**src/hw/rtl/rlfgc_pkg.sv**
```systemverilog
// Package with payload types, request codes and controller command types for the coloring unit.
package rlfgc_pkg;

    localparam logic [1:0] REQ_LOAD_ROW    = 2'd0;
    localparam logic [1:0] REQ_LOAD_DEGREE = 2'd1;
    localparam logic [1:0] REQ_START       = 2'd2;

    localparam logic CFG_NODE_COUNT    = 1'b0;
    localparam logic CFG_STOP_FRACTION = 1'b1;

    typedef struct packed {
        logic [1:0]  req_type;
        logic [5:0]  vertex;
        logic [63:0] adj_row;
        logic [6:0]  degree;
    } in_word_t;

    typedef struct packed {
        logic [5:0] vertex_out;
        logic [6:0] color;
        logic [6:0] color_count;
        logic       last;
    } out_word_t;

    // Commands from the controller to the datapath.
    typedef struct packed {
        logic run_init;    // clear colors and counters, latch n and the stop limit
        logic scan_clear;  // reset the scan index and best-so-far
        logic scan_step;   // examine one vertex (read data is for the current index)
        logic seed_mode;   // scan ranks uncolored vertices by loaded degree
        logic park;        // move the scan index to the chosen vertex
        logic seed_add;    // open a new class with the best seed
        logic pick_add;    // add the best candidate to the class
        logic fb_mode;     // scan uses the fallback (uncolored degree) score
        logic out_clear;   // reset the output index
        logic out_load;    // load the output register for the current index
    } cmd_t;

    // Status from the datapath to the controller.
    typedef struct packed {
        logic n_zero;
        logic scan_done;    // scan index has passed the last vertex
        logic all_colored;
        logic cand_empty;
        logic best_zero;    // no candidate shares a neighbor with the class
        logic pick_none;    // no candidate found at all
        logic over_limit;
    } stat_t;

endpackage

```
**src/hw/rtl/rlfgc_ctrl.sv**
```systemverilog
// Controller state machine of the coloring unit.
module rlfgc_ctrl (
    input  logic             clk,
    input  logic             rst_n,
    input  logic             in_valid,
    output logic             in_ready,
    input  logic [1:0]       req_type,
    output logic             load_row,
    output logic             load_degree,
    output logic             out_valid,
    input  logic             out_ready,
    output rlfgc_pkg::cmd_t  cmd,
    input  rlfgc_pkg::stat_t stat
);

    localparam logic [3:0] S_IDLE  = 4'd0;
    localparam logic [3:0] S_INIT  = 4'd1;
    localparam logic [3:0] S_SEED  = 4'd2;
    localparam logic [3:0] S_SADD  = 4'd3;
    localparam logic [3:0] S_PICK  = 4'd4;
    localparam logic [3:0] S_FBGO  = 4'd5;
    localparam logic [3:0] S_FB    = 4'd6;
    localparam logic [3:0] S_PADD  = 4'd7;
    localparam logic [3:0] S_CHECK = 4'd8;
    localparam logic [3:0] S_OLOAD = 4'd9;
    localparam logic [3:0] S_OSEND = 4'd10;
    localparam logic [3:0] S_PARK  = 4'd11;

    logic [3:0] state_reg, state_next;
    logic       add_seed_reg, add_seed_next;
    logic       accept;

    assign in_ready    = (state_reg == S_IDLE);
    assign accept      = in_valid && in_ready;
    assign load_row    = accept && (req_type == rlfgc_pkg::REQ_LOAD_ROW);
    assign load_degree = accept && (req_type == rlfgc_pkg::REQ_LOAD_DEGREE);
    assign out_valid   = (state_reg == S_OSEND);

    always_comb
    begin
        state_next    = state_reg;
        add_seed_next = add_seed_reg;
        cmd           = '0;
        unique case (state_reg)
            S_IDLE:
            begin
                if (accept && req_type == rlfgc_pkg::REQ_START)
                begin
                    cmd.run_init = 1'b1;
                    state_next   = S_INIT;
                end
            end
            S_INIT:
            begin
                cmd.scan_clear = 1'b1;
                if (stat.n_zero)
                    state_next = S_IDLE;
                else
                    state_next = S_SEED;
            end
            S_SEED:
            begin
                cmd.seed_mode = 1'b1;
                if (stat.scan_done)
                begin
                    add_seed_next = 1'b1;
                    state_next    = S_PARK;
                end
                else
                    cmd.scan_step = 1'b1;
            end
            S_PICK:
            begin
                if (stat.scan_done)
                begin
                    if (stat.best_zero)
                        state_next = S_FBGO;
                    else
                    begin
                        add_seed_next = 1'b0;
                        state_next    = S_PARK;
                    end
                end
                else
                    cmd.scan_step = 1'b1;
            end
            S_FBGO:
            begin
                cmd.scan_clear = 1'b1;
                state_next     = S_FB;
            end
            S_FB:
            begin
                cmd.fb_mode = 1'b1;
                if (stat.scan_done)
                begin
                    if (stat.pick_none)
                        state_next = S_CHECK;
                    else
                    begin
                        add_seed_next = 1'b0;
                        state_next    = S_PARK;
                    end
                end
                else
                    cmd.scan_step = 1'b1;
            end
            S_PARK:
            begin
                // Scan index is moved to the chosen vertex so its row can be read.
                cmd.park   = 1'b1;
                state_next = add_seed_reg ? S_SADD : S_PADD;
            end
            S_SADD:
            begin
                cmd.seed_add = 1'b1;
                state_next   = S_CHECK;
            end
            S_PADD:
            begin
                cmd.pick_add = 1'b1;
                state_next   = S_CHECK;
            end
            S_CHECK:
            begin
                cmd.scan_clear = 1'b1;
                if (!stat.cand_empty)
                    state_next = S_PICK;
                else if (stat.all_colored || stat.over_limit)
                    state_next = S_OLOAD;
                else
                    state_next = S_SEED;
            end
            S_OLOAD:
            begin
                cmd.out_load = 1'b1;
                state_next   = S_OSEND;
            end
            S_OSEND:
            begin
                if (out_ready)
                begin
                    if (stat.scan_done)
                        state_next = S_IDLE;
                    else
                        state_next = S_OLOAD;
                end
            end
            default:
            begin
                state_next = S_IDLE;
            end
        endcase
    end

    always_ff @(posedge clk or negedge rst_n)
    begin
        if (!rst_n)
        begin
            state_reg    <= S_IDLE;
            add_seed_reg <= 1'b0;
        end
        else
        begin
            state_reg    <= state_next;
            add_seed_reg <= add_seed_next;
        end
    end

endmodule

```
**config.mk**
```make
export PLATFORM = sky130hd
export DESIGN_NAME = rlfgc_ctrl
export DESIGN_NICKNAME = d
export VERILOG_FILES = /design/src/hw/rtl/rlfgc_pkg.sv /design/src/hw/rtl/rlfgc_ctrl.sv
export SDC_FILE = /design/constraint.sdc
export NUM_CORES = 1
export LEC_CHECK = 0
export ABC_CLOCK_PERIOD_IN_PS = 1900
export BUFFER_PORTS_ARGS = -buffer_cell sky130_fd_sc_hd__buf_2
export CELL_PAD_IN_SITES_DETAIL_PLACEMENT = 2
export CELL_PAD_IN_SITES_GLOBAL_PLACEMENT = 2
export CORE_AREA = 4 4 55 57
export DETAILED_ROUTE_END_ITERATION = 10
export DIE_AREA = 0 0 59 61
export GPL_ROUTABILITY_DRIVEN = 0
export PLACE_DENSITY = 0.76
export SETUP_SLACK_MARGIN = 0.4
export SLEW_MARGIN = 5
export SYNTH_ARGS = -nofsm -noshare
export SYNTH_HDL_FRONTEND = slang
export SYNTH_SLANG_ARGS = --single-unit
```
**constraint.sdc**
```tcl
create_clock -name clk -period 1.9 [get_ports clk]
set_input_delay 0.095 -clock clk [delete_from_list [all_inputs] [get_ports clk]]
set_output_delay 0.095 -clock clk [all_outputs]
set_load 0.03 [all_outputs]
```
==> key figures <==
Logic synthesis
  • Synth area leaders: dfrtp_1 (22%), nor2_1 (7.8%), buf_2 (5.2%)
  • Unique cell type count in the Yosys netlist: 39
  • Sequential share of the synthesized area: 0.218
  • Number of synthesized register bits: 5
  • Post-synth EDFFs: 0
  • Post-synthesis cell count: 76
  • Top-count cell post-synth: nor2_1
  • Most common library cells after synthesis: nor2_1 (12), buf_2 (6), dfrtp_1 (5)
  • Top cell type's share of synthesized area: 0.218
  • Synth warnings: 0
  • Netlist Area Pre-Place: 574 um2
  • Yosys top cell by area: dfrtp_1
  • Mapped Nets: 89
  • Top FF cell, synth: dfrtp_1
  • Avg Inst Size Synth: 7.56 um2
  • Asr flop ratio synth: 1.00

Clock network
  • Clk pin slew, worst setup/hold paths: about 50 ps
  • Cts bufs inserted: 3
  • Clk sinks: 5
  • CTS Root Cell: clkbuf_4
  • CTS Buffer Depth: 2
  • H-tree depth: 1
  • Clk_lat worst skew: 260 ps
  • CTS tree: done

Setup path
  • Worst Path Buf+Inv: 1
  • CP max stage delay: approximately 440 ps
  • Data required, critical path: ~1800 ps
  • CP max FO: 3
  • CP Capture Type: output port
  • Crit-path cells: nor4_4 > nand2_2 > nor3b_4 > buf_6
  • Arrival @ worst endpoint: 1570 ps
  • R2R setup slack: around 350 ps
  • Crit path kind: reg2out
  • Critical-path top delay cell: dfrtp_2
  • CP startpoint kind: flip-flop
  • Delay-heaviest family, CP: simple AND/OR/NAND/NOR gates

Cells and area
  • Max reg flops: 4
  • Share of post-route cells with drive strength above 1: 0.631
  • Synthesis-to-finish area growth: 85.8%
  • Filler cells: 270
  • # diodes: 0
  • # nets final: 125

Power
  • Pint: 0.000791 W
  • Sequential Power Share: 0.135
  • Worst VDD drop: between 500 and 600 uV
  • Switching pwr: 0.000797 W
  • Pwr Total: 0.00159 W
  • Switching share of power: 0.502
  • Power Dens Cells: 1490 nW/um2
  • Comb pwr share: 0.781
  • Clock network power share: 0.084
  • Lkg Pwr: 0.464 nW

Global route
  • GRT Util Overall: 0.156
  • Vias in the first global route: 817
  • Initial antenna violation count: 0
  • Remaining global-route overflow: 0
  • First-pass GRT wire length: 4050 um
  • Largest net degree at the start of global routing: 16

Route
  • DRT met1 WL: 1170 um
  • Initial DRC count: 13
  • Residual DRC: 0
  • Highest metal used: met4
  • Drt via density: 5.43
  • Initial DRT Pass Iterations: 4
  • Met2 Wirelength: roughly 1600 um
  • DRT antenna net count: 0
  • Drt wl/cell: ~20 um
  • Met3 routed WL: 61 um
  • Via count: 766
  • WL final: ~2800 um

STA
  • Unrepaired setup endpoints after global routing: true
  • Final worst path period share: 0.876
  • Clk_skew: between 1.5 and 2 ps
  • Hold WS: 154 ps
  • Final Slew Violations: 0
  • Final setup violation count: 0
  • Final hold violation count: 0
  • Max frequency: around 600 MHz
  • Setup_tns: 0 ps
  • Fin crit period: 1660 ps

Floorplan
  • Die Y: 61 um
  • Die W: 59 um
  • Core Area: 2480 um2
  • # rows: 18
  • Initial Util: 0.232
  • IO Count: 27
  • Die area: 3600 um2

Placement
  • Final HPWL from detailed placement: 1690 um
  • # port buffers: 25

Run
  • Max Cap Violations: 0

Run status
  • Outcome: complete, no violations

Worst hold path
  • HP Class: in2reg
==> cells by family after synthesis <==
logic type             synth area share
other                           0.00653
buffers and inverters            0.0980
AND/OR/NAND/NOR                   0.399
multiplexers                     0.0349
AO/OA/AOI/OAI                     0.244
flip-flops                        0.218
==> per-stage QoR <==
stage                     instances  utilization  worst slack, ps  cell area [um2]
after global placement          126        0.305              287              756
after floorplan                  76            -              170              626
after CTS                       137        0.379              236              938
after detailed placement        126        0.305              179              756
after global routing            141        0.431              177             1070
final                           141        0.431              235             1070
==> cell type report <==
type                            instances  area (um2)  share of cell area
Tap cell                               30        37.5              0.0352
Clock buffer                            4        26.3              0.0246
Multi-Input combinational cell         61         532               0.498
Inverter                                2        7.51             0.00703
Sequential cell                         5         130               0.122
Timing Repair Buffer                   39         334               0.313
==> power by group through the flow <==
stage	Combinational, W	Clock, W	Sequential [W]
after global routing	0.00133	0.000148	0.000221
after detailed placement	0.000758	0	0.000240
after floorplan	0.000643	0	0.000174
after CTS	0.00101	0.000141	0.000209
after global placement	0.000735	0	0.000237
final	0.00124	0.000134	0.000214
==> cell usage in the layout, fill, tap and decap left out, types with 2 or more instances in the layout <==
cell      count
mux2i_1       2
nor2_1       10
buf_8         2
buf_4        10
o21ai_0       4
dfrtp_2       4
nand2_2       2
a21oi_1       4
nor3_1        2
clkbuf_4      3
buf_6        11
buf_2        14
nor3b_4       2
==> metal layers <==
metal | GRT usage | vias up
met2 | 0.290 | 20
met4 | 0.0971 | 0
met5 | 0 | -
li1 | - | 349
met3 | 0.00638 | 4
met1 | 0.174 | 393
==> repair_timing <==
item | 4_1_cts | 5_1_grt
buffers inserted | 6 | 3
hold buffers | 1 | 0
setup endpoints to repair | 18 | 17
cloned | 0 | 1
pin swaps | 4 | 3
endpoints found under the hold margin | 5 | 0
resized for setup | 30 | 22
==> worst register-to-register path, stage by stage, from the launching register on <==
cell     delay [ps]
dfrtp_2         390
buf_6           110
buf_6            90
nor2_2           40
or4_4           440
buf_6           150
nand3_4         100
o32ai_2         100
==> worst paths after layout <==
| check | cells after the start | end | from |
|---|---|---|---|
| min in group asynchronous | 2 | state_reg[0] | rst_n |
| worst min-delay path | 2 | state_reg[2] | stat[5] |
| worst max-delay path | 4 | load_degree | state_reg[0] |
| worst max register to register | 7 | state_reg[2] | state_reg[1] |
| max in group asynchronous | 2 | state_reg[2] | rst_n |
| worst min register to register | 2 | add_seed_reg | add_seed_reg |
Note: power is estimated with default switching activity, not from simulation.
